==> src/sv/pal_pkg.sv <==
`default_nettype none

package pal_pkg;

   // Field widths of the request and response channels
   localparam int OP_W     = 3;
   localparam int POS_W    = 5;
   localparam int DATA_W   = 32;
   localparam int STATUS_W = 2;
   localparam int LEN_W    = 5;

   // Operation codes
   localparam logic [OP_W-1:0] OP_INS_FRONT = 3'd0;
   localparam logic [OP_W-1:0] OP_INS_BACK  = 3'd1;
   localparam logic [OP_W-1:0] OP_INS_AT    = 3'd2;
   localparam logic [OP_W-1:0] OP_DEL_FRONT = 3'd3;
   localparam logic [OP_W-1:0] OP_DEL_BACK  = 3'd4;
   localparam logic [OP_W-1:0] OP_DEL_AT    = 3'd5;
   localparam logic [OP_W-1:0] OP_READ      = 3'd6;

   // Status codes
   localparam logic [STATUS_W-1:0] ST_OK     = 2'd0;
   localparam logic [STATUS_W-1:0] ST_FULL   = 2'd1;
   localparam logic [STATUS_W-1:0] ST_EMPTY  = 2'd2;
   localparam logic [STATUS_W-1:0] ST_BADPOS = 2'd3;

   // Sequencer states
   typedef enum logic [2:0] {
      S_IDLE,
      S_SHIFT_RD,
      S_SHIFT_WR,
      S_PUT,
      S_READ,
      S_READ_CAP,
      S_DONE
   } state_type;

   // Finished result handed from the sequencer to the response register
   typedef struct packed {
      logic                     load;
      logic [STATUS_W-1:0]      status;
      logic signed [DATA_W-1:0] read_value;
      logic [LEN_W-1:0]         length;
   } result_type;

endpackage

`default_nettype wire

==> src/sv/pal_if.sv <==
`default_nettype none

// Request channel: one list operation per transfer
interface pal_req_if;
   logic                              valid;
   logic                              ready;
   logic [pal_pkg::OP_W-1:0]          operation;
   logic [pal_pkg::POS_W-1:0]         position;
   logic signed [pal_pkg::DATA_W-1:0] value;

   modport source (output valid, output operation, output position, output value,
                   input ready);
   modport sink   (input valid, input operation, input position, input value,
                   output ready);
endinterface

// Response channel: one result per request
interface pal_rsp_if;
   logic                              valid;
   logic                              ready;
   logic [pal_pkg::STATUS_W-1:0]      status;
   logic signed [pal_pkg::DATA_W-1:0] read_value;
   logic [pal_pkg::LEN_W-1:0]         length;

   modport source (output valid, output status, output read_value, output length,
                   input ready);
   modport sink   (input valid, input status, input read_value, input length,
                   output ready);
endinterface

`default_nettype wire

==> src/sv/positional_array_list.sv <==
// A refused request, a back delete or an unused code goes straight to S_DONE; a read
// passes S_READ and S_READ_CAP; each moved element takes S_SHIFT_RD then S_SHIFT_WR,
// as the store has one write and one registered read port; an insert then adds S_PUT.
// No new request is taken until S_DONE has handed its result to a free response slot.
// Reset (synchronous, active high) empties the list and clears both handshakes; store
// contents are left as they are and never read before they are written.
`default_nettype none

module positional_array_list #(
   parameter int CAPACITY = 16
) (
   input wire logic   clock,
   input wire logic   reset,
   pal_req_if.sink    req_bus,
   pal_rsp_if.source  rsp_bus
);

   localparam int IW = (CAPACITY > 1) ? $clog2(CAPACITY) : 1;

   pal_pkg::result_type               result;
   logic                              rsp_free;
   logic                              ram_we;
   logic [IW-1:0]                     ram_waddr;
   logic [pal_pkg::DATA_W-1:0]        ram_wdata;
   logic [IW-1:0]                     ram_raddr;
   logic [pal_pkg::DATA_W-1:0]        ram_rdata;

   logic                              rsp_valid_ff;
   logic [pal_pkg::STATUS_W-1:0]      rsp_status_ff;
   logic signed [pal_pkg::DATA_W-1:0] rsp_read_value_ff;
   logic [pal_pkg::LEN_W-1:0]         rsp_length_ff;

   pal_ctrl #(
      .CAPACITY(CAPACITY)
   ) u_ctrl (
      .clock         (clock),
      .reset         (reset),
      .req_valid     (req_bus.valid),
      .req_operation (req_bus.operation),
      .req_position  (req_bus.position),
      .req_value     (req_bus.value),
      .req_ready     (req_bus.ready),
      .rsp_free      (rsp_free),
      .ram_we        (ram_we),
      .ram_waddr     (ram_waddr),
      .ram_wdata     (ram_wdata),
      .ram_raddr     (ram_raddr),
      .ram_rdata     (ram_rdata),
      .result        (result)
   );

   pal_ram #(
      .WIDTH(pal_pkg::DATA_W),
      .DEPTH(CAPACITY)
   ) u_store (
      .clock (clock),
      .we    (ram_we),
      .waddr (ram_waddr),
      .wdata (ram_wdata),
      .raddr (ram_raddr),
      .rdata (ram_rdata)
   );

   // Free the response slot when it is empty or its transfer completes now
   assign rsp_free = !rsp_valid_ff || rsp_bus.ready;

   // Hold the result until the response transfer completes
   always_ff @(posedge clock) begin
      if (reset) begin
         rsp_valid_ff <= 1'b0;
      end else if (result.load) begin
         rsp_valid_ff <= 1'b1;
      end else if (rsp_bus.ready) begin
         rsp_valid_ff <= 1'b0;
      end
      if (result.load) begin
         rsp_status_ff     <= result.status;
         rsp_read_value_ff <= result.read_value;
         rsp_length_ff     <= result.length;
      end
   end

   assign rsp_bus.valid      = rsp_valid_ff;
   assign rsp_bus.status     = rsp_status_ff;
   assign rsp_bus.read_value = rsp_read_value_ff;
   assign rsp_bus.length     = rsp_length_ff;

endmodule

`default_nettype wire

==> src/sv/pal_ram.sv <==
`default_nettype none

module pal_ram #(
   parameter int WIDTH = 32,
   parameter int DEPTH = 16,
   localparam int AW = (DEPTH > 1) ? $clog2(DEPTH) : 1
) (
   input  wire logic                       clock,
   input  wire logic                       we,
   input  wire logic [AW-1:0]              waddr,
   input  wire logic [WIDTH-1:0]           wdata,
   input  wire logic [AW-1:0]              raddr,
   output logic      [WIDTH-1:0]           rdata
);

   logic [WIDTH-1:0] mem_ff [DEPTH];
   logic [WIDTH-1:0] rdata_ff;

   // Write one entry, read one entry with registered data
   always_ff @(posedge clock) begin
      if (we) begin
         mem_ff[waddr] <= wdata;
      end
      rdata_ff <= mem_ff[raddr];
   end

   assign rdata = rdata_ff;

endmodule

`default_nettype wire

==> src/sv/pal_ctrl.sv <==
`default_nettype none

module pal_ctrl #(
   parameter int CAPACITY = 16,
   localparam int IW = (CAPACITY > 1) ? $clog2(CAPACITY) : 1
) (
   input  wire logic                              clock,
   input  wire logic                              reset,
   input  wire logic                              req_valid,
   input  wire logic [pal_pkg::OP_W-1:0]          req_operation,
   input  wire logic [pal_pkg::POS_W-1:0]         req_position,
   input  wire logic signed [pal_pkg::DATA_W-1:0] req_value,
   output logic                                   req_ready,
   input  wire logic                              rsp_free,
   output logic                                   ram_we,
   output logic [IW-1:0]                          ram_waddr,
   output logic [pal_pkg::DATA_W-1:0]             ram_wdata,
   output logic [IW-1:0]                          ram_raddr,
   input  wire logic [pal_pkg::DATA_W-1:0]        ram_rdata,
   output pal_pkg::result_type                    result
);

   localparam int CW = $clog2(CAPACITY + 1);
   localparam int PW = (CW > pal_pkg::POS_W) ? CW : pal_pkg::POS_W;
   localparam int LW = pal_pkg::LEN_W;

   pal_pkg::state_type                state_ff, state_in;
   logic [CW-1:0]                     count_ff, count_in;
   logic [IW-1:0]                     cursor_ff, cursor_in;
   logic [IW-1:0]                     limit_ff, limit_in;
   logic                              insert_ff, insert_in;
   logic signed [pal_pkg::DATA_W-1:0] value_ff, value_in;
   logic [pal_pkg::STATUS_W-1:0]      status_ff, status_in;
   logic signed [pal_pkg::DATA_W-1:0] rdval_ff, rdval_in;

   logic [IW-1:0] step;
   logic [PW-1:0] pos_ext;
   logic [PW-1:0] cnt_ext;
   logic          is_full;
   logic          is_empty;

   // Shared index stepper: move the cursor one place toward the gap end
   assign step     = insert_ff ? (cursor_ff - IW'(1)) : (cursor_ff + IW'(1));
   assign pos_ext  = PW'(req_position);
   assign cnt_ext  = PW'(count_ff);
   assign is_full  = (count_ff == CW'(CAPACITY));
   assign is_empty = (count_ff == '0);

   // Hold state and working registers
   always_ff @(posedge clock) begin
      if (reset) begin
         state_ff <= pal_pkg::S_IDLE;
         count_ff <= '0;
      end else begin
         state_ff <= state_in;
         count_ff <= count_in;
      end
      cursor_ff <= cursor_in;
      limit_ff  <= limit_in;
      insert_ff <= insert_in;
      value_ff  <= value_in;
      status_ff <= status_in;
      rdval_ff  <= rdval_in;
   end

   // Decode requests and sequence the shift, put and read through the store
   always_comb begin
      logic [IW-1:0] at;
      logic [IW-1:0] last;
      at         = '0;
      last       = IW'(count_ff - CW'(1));
      state_in   = state_ff;
      count_in   = count_ff;
      cursor_in  = cursor_ff;
      limit_in   = limit_ff;
      insert_in  = insert_ff;
      value_in   = value_ff;
      status_in  = status_ff;
      rdval_in   = rdval_ff;
      req_ready  = 1'b0;
      ram_we     = 1'b0;
      ram_waddr  = cursor_ff;
      ram_wdata  = ram_rdata;
      ram_raddr  = cursor_ff;
      result.load       = 1'b0;
      result.status     = status_ff;
      result.read_value = rdval_ff;
      result.length     = LW'(count_ff);

      case (state_ff)
         pal_pkg::S_IDLE: begin
            req_ready = !reset;
            if (req_valid && req_ready) begin
               value_in  = req_value;
               rdval_in  = '0;
               status_in = pal_pkg::ST_OK;
               state_in  = pal_pkg::S_DONE;
               case (req_operation)
                  pal_pkg::OP_INS_FRONT, pal_pkg::OP_INS_BACK, pal_pkg::OP_INS_AT: begin
                     if (is_full) begin
                        status_in = pal_pkg::ST_FULL;
                     end else if (req_operation == pal_pkg::OP_INS_AT && pos_ext > cnt_ext) begin
                        status_in = pal_pkg::ST_BADPOS;
                     end else begin
                        if (req_operation == pal_pkg::OP_INS_BACK) begin
                           at = IW'(count_ff);
                        end else if (req_operation == pal_pkg::OP_INS_AT) begin
                           at = IW'(req_position);
                        end
                        cursor_in = IW'(count_ff);
                        limit_in  = at;
                        insert_in = 1'b1;
                        count_in  = count_ff + CW'(1);
                        state_in  = (IW'(count_ff) > at) ? pal_pkg::S_SHIFT_RD
                                                         : pal_pkg::S_PUT;
                     end
                  end
                  pal_pkg::OP_DEL_FRONT, pal_pkg::OP_DEL_BACK, pal_pkg::OP_DEL_AT: begin
                     if (is_empty) begin
                        status_in = pal_pkg::ST_EMPTY;
                     end else if (req_operation == pal_pkg::OP_DEL_BACK) begin
                        count_in = count_ff - CW'(1);
                     end else if (req_operation == pal_pkg::OP_DEL_AT && pos_ext >= cnt_ext) begin
                        status_in = pal_pkg::ST_BADPOS;
                     end else begin
                        if (req_operation == pal_pkg::OP_DEL_AT) begin
                           at = IW'(req_position);
                        end
                        cursor_in = at;
                        limit_in  = last;
                        insert_in = 1'b0;
                        count_in  = count_ff - CW'(1);
                        state_in  = (at < last) ? pal_pkg::S_SHIFT_RD : pal_pkg::S_DONE;
                     end
                  end
                  pal_pkg::OP_READ: begin
                     if (is_empty) begin
                        status_in = pal_pkg::ST_EMPTY;
                     end else if (pos_ext >= cnt_ext) begin
                        status_in = pal_pkg::ST_BADPOS;
                     end else begin
                        cursor_in = IW'(req_position);
                        state_in  = pal_pkg::S_READ;
                     end
                  end
                  default: begin
                     state_in = pal_pkg::S_DONE;
                  end
               endcase
            end
         end
         pal_pkg::S_SHIFT_RD: begin
            ram_raddr = step;
            state_in  = pal_pkg::S_SHIFT_WR;
         end
         pal_pkg::S_SHIFT_WR: begin
            ram_we    = 1'b1;
            ram_waddr = cursor_ff;
            ram_wdata = ram_rdata;
            cursor_in = step;
            if (insert_ff) begin
               state_in = (step > limit_ff) ? pal_pkg::S_SHIFT_RD : pal_pkg::S_PUT;
            end else begin
               state_in = (step < limit_ff) ? pal_pkg::S_SHIFT_RD : pal_pkg::S_DONE;
            end
         end
         pal_pkg::S_PUT: begin
            ram_we    = 1'b1;
            ram_waddr = limit_ff;
            ram_wdata = value_ff;
            state_in  = pal_pkg::S_DONE;
         end
         pal_pkg::S_READ: begin
            ram_raddr = cursor_ff;
            state_in  = pal_pkg::S_READ_CAP;
         end
         pal_pkg::S_READ_CAP: begin
            rdval_in = ram_rdata;
            state_in = pal_pkg::S_DONE;
         end
         pal_pkg::S_DONE: begin
            result.load = rsp_free;
            if (rsp_free) begin
               state_in = pal_pkg::S_IDLE;
            end
         end
         default: begin
            state_in = pal_pkg::S_IDLE;
         end
      endcase
   end

endmodule

`default_nettype wire

==> src/flat_wrapper.sv <==
// flat-port wrapper written by rule: the top's interface ports become plain ports
module positional_array_list_flat 
#(
   parameter int CAPACITY = 16
)
  (clock, reset, req_bus_valid, req_bus_operation, req_bus_position, req_bus_value, req_bus_ready, rsp_bus_valid, rsp_bus_status, rsp_bus_read_value, rsp_bus_length, rsp_bus_ready);
  pal_req_if req_bus_i ();
  pal_rsp_if rsp_bus_i ();
  input wire logic clock;
  input wire logic reset;
  input wire logic [$bits(req_bus_i.valid)-1:0] req_bus_valid;
  input wire logic [$bits(req_bus_i.operation)-1:0] req_bus_operation;
  input wire logic [$bits(req_bus_i.position)-1:0] req_bus_position;
  input wire logic [$bits(req_bus_i.value)-1:0] req_bus_value;
  output wire logic [$bits(req_bus_i.ready)-1:0] req_bus_ready;
  output wire logic [$bits(rsp_bus_i.valid)-1:0] rsp_bus_valid;
  output wire logic [$bits(rsp_bus_i.status)-1:0] rsp_bus_status;
  output wire logic [$bits(rsp_bus_i.read_value)-1:0] rsp_bus_read_value;
  output wire logic [$bits(rsp_bus_i.length)-1:0] rsp_bus_length;
  input wire logic [$bits(rsp_bus_i.ready)-1:0] rsp_bus_ready;
  assign req_bus_i.valid = req_bus_valid;
  assign req_bus_i.operation = req_bus_operation;
  assign req_bus_i.position = req_bus_position;
  assign req_bus_i.value = req_bus_value;
  assign req_bus_ready = req_bus_i.ready;
  assign rsp_bus_valid = rsp_bus_i.valid;
  assign rsp_bus_status = rsp_bus_i.status;
  assign rsp_bus_read_value = rsp_bus_i.read_value;
  assign rsp_bus_length = rsp_bus_i.length;
  assign rsp_bus_i.ready = rsp_bus_ready;
  positional_array_list #(.CAPACITY(CAPACITY)) u_core (.clock(clock), .reset(reset), .req_bus(req_bus_i), .rsp_bus(rsp_bus_i));
endmodule
==> config.mk <==
export PLATFORM = sky130hd
export DESIGN_NAME = positional_array_list_flat
export DESIGN_NICKNAME = d
export VERILOG_FILES = /design/src/sv/pal_pkg.sv /design/src/sv/pal_if.sv /design/src/sv/positional_array_list.sv /design/src/sv/pal_ram.sv /design/src/sv/pal_ctrl.sv /design/src/flat_wrapper.sv
export SDC_FILE = /design/constraint.sdc
export NUM_CORES = 1
export LEC_CHECK = 0
export ABC_CLOCK_PERIOD_IN_PS = 4700
export BUFFER_PORTS_ARGS = -buffer_cell sky130_fd_sc_hd__buf_2
export CAP_MARGIN = 20
export CORE_MARGIN = 2
export CORE_UTILIZATION = 45
export DETAILED_ROUTE_END_ITERATION = 10
export GPL_TIMING_DRIVEN = 0
export PLACE_DENSITY = 0.63
export SLEW_MARGIN = 30
export SYNTH_ARGS = -nofsm -noshare
export SYNTH_HDL_FRONTEND = slang
export SYNTH_SLANG_ARGS = --single-unit
export TNS_END_PERCENT = 1
==> constraint.sdc <==
create_clock -name clock -period 4.7 [get_ports clock]
set_clock_uncertainty 0.1 [all_clocks]
set_input_delay 0 -clock clock [delete_from_list [all_inputs] [get_ports clock]]
set_output_delay 0 -clock clock [all_outputs]
set_load 0.05 [all_outputs]
## Yosys cells after proc, flatten, opt, wreduce, memory -nomap -nowiden

Memory sizes are Yosys's and may differ from the RTL's. A register that Yosys moved wholly into a read port is not among the register bits.
Cells that the tools add are included.

| storage, ports and cells | value |
|---|---|
| register bits after elaboration | 123 |
| bits in writable memories | 512 |
| output and inout port bits | 41 |
| logic and storage cells | 154 |
| memories kept | 1 |

| operators by class | value |
|---|---|
| add/sub/neg operators | 4 |
| $lt $le $gt $ge | 6 |
| eq/ne operators | 29 |
| muxes and demuxes | 79 |
| reductions and logical operators | 23 |

Memories:

| name | words | width | read ports | clocked after Yosys merged registers in | write ports | RTL line | text |
|---|---|---|---|---|---|---|---|
| u_core.u_store.mem_ff | 16 | 32 | 1 | 1 | 1 | pal_ram.sv:16 | `logic [WIDTH-1:0] mem_ff [DEPTH];` |

Operators with widths:

| kind | number |
|---|---|
| $mux 4 | 30 |
| $mux 32 | 2 |
| $pmux 32 s2 | 1 |
| $mux 3 | 10 |
| $mux 5 | 5 |
| $ne 3x3->1 const B | 8 |
| $mux 2 | 11 |
| $eq 3x3->1 const B | 6 |
| $pmux 3 s6 | 1 |
| $pmux 4 s2 | 2 |
| $ne 2x2->1 const B | 7 |
| $eq 3x2->1 const B | 4 |
| $mux 1 | 12 |
| $pmux 4 s3 | 1 |
| $pmux 5 s2 | 1 |
| $reduce_and 10->1 | 1 |
| $pmux 3 s3 | 1 |
| $gt 4x4->1 | 2 |
| $lt 4x4->1 | 2 |
| $reduce_and 8->1 | 1 |
| $reduce_bool 2->1 | 4 |
| $reduce_and 7->1 | 1 |
| $eq 3x1->1 const B | 2 |
| $logic_not 3->1 | 2 |
| 17 further kinds | 24 |

## Depth between registers and ports, before layout

| logic depth | value |
|---|---|
| word-level depth | 16 |
| mapped depth | 12 |

## By module

A second synthesis with hierarchy kept.

| second synthesis, totals | value |
|---|---|
| cells, all modules | 1259 |
| area total of the unflattened synthesis | 25602.1 µm² |

Modules (own cells, without submodules):

| module | times used | cells each | area each (µm²) |
|---|---|---|---|
| pal_ram | 1 | 838 | 19854.0 |
| pal_ctrl | 1 | 378 | 4530.6 |
| positional_array_list | 1 | 43 | 1217.4 |

## Worst setup path after synthesis

No wires, ideal clock.

| path | value |
|---|---|
| path type | register to register |
| from | register u_core.u_ctrl.state_ff[2] |
| to | register u_core.u_ctrl.rdval_ff[0] (netlist bit) (enable) |
| setup time | 0.390 ns |
| arrival time | 3.244 ns |
| required time | 4.210 ns |
| setup slack | 0.967 ns |
| cell stages (with the launch flop) | 5 |
| cells stage by stage | dfxtp_1 -> buf_4 -> nor4_1 -> nand2_1 -> nand2_1 |

| on the way | value |
|---|---|
| longest elaborated chain between the ends | 3 |
| elaborated cells on any way between the ends | 5 |

RTL lines:

| what | RTL line | text |
|---|---|---|
| start: declaration | pal_ctrl.sv:27 | `pal_pkg::state_type state_ff, state_in;` |
| start signal: assignment | pal_ctrl.sv:52 | `state_ff <= pal_pkg::S_IDLE;` |
| start signal: assignment | pal_ctrl.sv:55 | `state_ff <= state_in;` |
| $eq 3x3->1 or $logic_not 3->1 (tied branches) | pal_ctrl.sv:90 | `case (state_ff)` |
| $reduce_bool 2->1 (no line) or $ne 2x2->1 (tied branches) | -- |  |
| $reduce_and 2->1 (no line) (*) | -- |  |
| end signal: assignment | pal_ctrl.sv:63 | `rdval_ff <= rdval_in;` |
| end: declaration | pal_ctrl.sv:34 | `logic signed [pal_pkg::DATA_W-1:0] rdval_ff, rdval_in;` |

Every way passes the cells marked *; elsewhere a longest branch is shown, timed or not.
A chain may end at the register's enable or synchronous reset.

## Final worst setup path

| path | value |
|---|---|
| from | register u_core.u_ctrl.cursor_ff[0] |
| to | register u_core.u_store.rdata_ff[18], in the netlist u_core.u_store.rdata[18], read port of u_core.u_store.mem_ff |

| on the way | value |
|---|---|
| longest elaborated chain between the ends | 3 |
| elaborated cells on any way between the ends | 4 |

RTL lines:

| what | RTL line | text |
|---|---|---|
| start: declaration | pal_ctrl.sv:29 | `logic [IW-1:0] cursor_ff, cursor_in;` |
| start signal: assignment | pal_ctrl.sv:58 | `cursor_ff <= cursor_in;` |
| $add 4x1->4 or $sub 4x1->4 (tied branches) | pal_ctrl.sv:43 | `assign step = insert_ff ? (cursor_ff - IW'(1)) : (cursor_ff + IW'(1));` |
| $mux 4 | pal_ctrl.sv:43 |  |
| $mux 4 (*) | pal_ctrl.sv:90 |  |
| end: declaration | pal_ram.sv:17 | `logic [WIDTH-1:0] rdata_ff;` |

Marked as above.

==> reports/metrics.cfg <==
[synthesis]
synth_warnings=0
synth_top_area_frac=0.720
ys_types=70
ys.flop_type=edfxtp_1
synth_edf_count=626
synth_fp_nets=1826
syn-cell-area_um2=26100
synthTopCellsByArea=edfxtp_1, nand2_1, dfxtp_1
netlist_top_cells_count=edfxtp_1, nand2_1, a21oi_1, nand3_1, mux2i_1
syn_inst=1761
ys_async_sr_fraction=0
synth_most_common_cell=edfxtp_1
synth-seq-cells=667
syn_avg_cell_area_um2=14.8
seq_area_frac_synth=0.752
yosysTopAreaCell=edfxtp_1

[placement]
gp_congestion=0.823
dp_hpwl_um=42400
place_ws_ns=0.879
portBuffers=83

[hold_path]
min_from=req_bus_value[6]
worstHoldPathType=in2reg
holdPathStages=2

[setup_path]
worstRegToRegCells=11
cp_data_required_time_ns=5.07
r2r_slack_ns=0.86
crit_start=u_core.u_ctrl.cursor_ff[0]$_DFFE_PP_
cp_common_cell=buf_2
crit_buf_inv=4
cp-endpoint=u_core.u_store.rdata[18]$_DFF_P_
critPathTopFamily=buffers and inverters
cp-start-kind=flop
r2r_start=u_core.u_ctrl.cursor_ff[0]$_DFFE_PP_
end_kind=flop
slowest_stage=buf_1
slowest_delay_ns=0.61
crit_chain=fa_1, xnor2_1, inv_1, mux2i_1, buf_2, buf_2, buf_1, nand2_1, nand3_1, a21oi_1, nor3_1
r2r_end=u_core.u_store.rdata[18]$_DFF_P_
arrival_ns=4.21
cp_num_cells=11
path_class=reg2reg
crit_path_max_fanout=10

[clocking]
htree_levels=3
clock_latency_ns=0.62
cts_buffer_depth=3
cts_sinks=667
cts_tree=done
clock-root-buffer=clkbuf_16
numCtsBuffers=70
cts_setup_buffers=0
clk_pin_slew_worst_paths_ns=0.06

[drt]
routed_wl_um=65500
ant_nets=0
wl_per_cell_um=23.1
routed_via_density=5.61
firstDrtPassIters=6
route.detailed.drc=0
vias=15900
drt_iter0_markers=1594

[global_routing]
antenna_found_initial=0
grt_pass1_vias=15800
overflow=0
grt.total_usage=0.219
grt_max_degree=33
grt_pass1_wl_um=97600

[sta]
clock.fmax_mhz=260
rsz0062_at_grt=no
min_period_ns=3.84
hold_slack_ns=0.0182
slew-limit-headroom=0.335
drv_slew=0
finalHoldViolations=0
final-setup-viol-count=0
setup_ws_ns=0.857
period_share=0.818
worst_pin_slew_ns=0.993

[power]
p_total_mw=19.5
leakagePower_nw=10.8
power_density_nw_per_um2=620
ir_worst_vdd_v=0.000490

[run]
cap_violations=0

[final_layout]
final_nets=2080
syn_to_final_growth_pct=20.6
drive_gt1_frac=0.166
antenna_cells=0
utilization=0.548

[floorplanning]
initial_core_util=0.454
fp.dieW_um=245
die_y_um=245
ioPinCount=85
die-area_um2=60000
rows=88
core_area_um2=57500

[outcome]
status=finished clean

[repair_timing]
item | CTS | global route
hold endpoints to repair | 55 | 0
hold buffers | 67 | 0
endpoints found under the setup margin | 0 | 0
gates resized for setup | 0 | 0
[report_power, final]
part | switching, mW | total [mW] | internal, mW
Sequential | 0.204 | 8.07 | 7.86
Combinational | 4.11 | 5.85 | 1.74
Clock | 2.23 | 5.60 | 3.36
[layout make-up]
type	instances	area, µm²
fillers	4585	26000
clock buffers	95	2030
well taps	765	957
inverters	21	81.3
repair buffers	182	1900
flip-flops and latches	667	19600
clock inverters	31	328
plain buffers	105	499
multi-input cells	968	6060
[layout by cell type, fill, tap and decap left out, types with 4 or more instances in the layout]
master and count:
o211ai_1 5, nor2_1 19, clkinv_2 11, buf_2 110, nor2_4 16, nand2_1 274, and3_1 36, edfxtp_1 626
bufinv_16 6, inv_1 19, dfxtp_1 41, a21oi_1 143, buf_16 26, nor2b_1 5, a31oi_1 6, a221oi_1 4
buf_1 6, nand3_1 71, nor3_1 44, o22ai_1 37, o21ai_0 17, nor4_1 23, buf_6 5, buf_8 4
clkinv_1 9, buf_4 9, ha_1 20, nand2b_1 6, xnor2_1 6, dlygate4sd3_1 67, a22oi_1 6, clkbuf_8 10
clkbuf_16 74, mux2_2 35, nor4_2 10, clkbuf_1 69, mux2i_1 67, o22a_1 63
[worst register-to-register path, cell delays in order (launching register included)]
cell and delay [ns]:
edfxtp_1 0.50, fa_1 0.46, xnor2_1 0.32, inv_1 0.12
mux2i_1 0.19, buf_2 0.39, buf_2 0.36, buf_1 0.61
nand2_1 0.12, nand3_1 0.11, a21oi_1 0.09, nor3_1 0.34
[sequential cells by signal (all words and copies together) (netlist names)]
register / cells
u_core.u_ctrl.cnt_ext: 5
u_core.u_store.mem_ff: 512
u_core.rsp_bus.status: 2
u_core.u_store.rdata: 32
u_core.rsp_bus.valid: 1
u_core.u_ctrl.status_ff: 2
u_core.u_ctrl.rdval_ff: 32
u_core.rsp_bus.length: 5
u_core.u_ctrl.insert_ff: 1
u_core.rsp_bus.read_value: 32
u_core.u_ctrl.cursor_ff: 4
u_core.u_ctrl.limit_ff: 4
u_core.u_ctrl.state_ff: 3
u_core.u_ctrl.value_ff: 32
[worst min path at each step]
stage / to / slack [ns]
floorplan: u_core.u_ctrl.value_ff[0]$_DFFE_PP_ / -0.001
global placement: u_core.u_ctrl.value_ff[25]$_DFFE_PP_ / 0.08
detailed placement: u_core.u_ctrl.value_ff[16]$_DFFE_PP_ / 0.08
CTS: u_core.u_ctrl.value_ff[24]$_DFFE_PP_ / 0.0002
global route: u_core.u_ctrl.value_ff[6]$_DFFE_PP_ / 0.005
finish: u_core.u_ctrl.value_ff[6]$_DFFE_PP_ / 0.02
[stage by stage]
stage          TNS, ns  cell area [µm²]  std cells
2_1_floorplan        0            26100       1761
3_3_place_gp   -350.19            27500       2609
3_5_place_dp         0            28400       2641
4_1_cts              0            31500       2834
5_1_grt              0            31500       2834
6_report             0            31500       2834
[kinds of logic after synthesis]
logic type / synth area share
DFF: 0.752
and+or+nand+nor: 0.0937
AOI/OAI and AO/OA: 0.0767
buffers and inverters: 0.0221
muxes: 0.0417
adders and majority gates: 0.0104
xor gates and xnor gates: 0.00383
[metal layers]
metal	part of all wire	up-vias	global-route usage	wire, µm
met5	0	-	0	0
met4	0.025	0	0.0699	1670
li1	-	7238	-	-
met2	0.48	654	0.351	31100
met3	0.076	123	0.0410	4980
met1	0.42	7879	0.304	27700
Power figures use the tool's default switching activity.
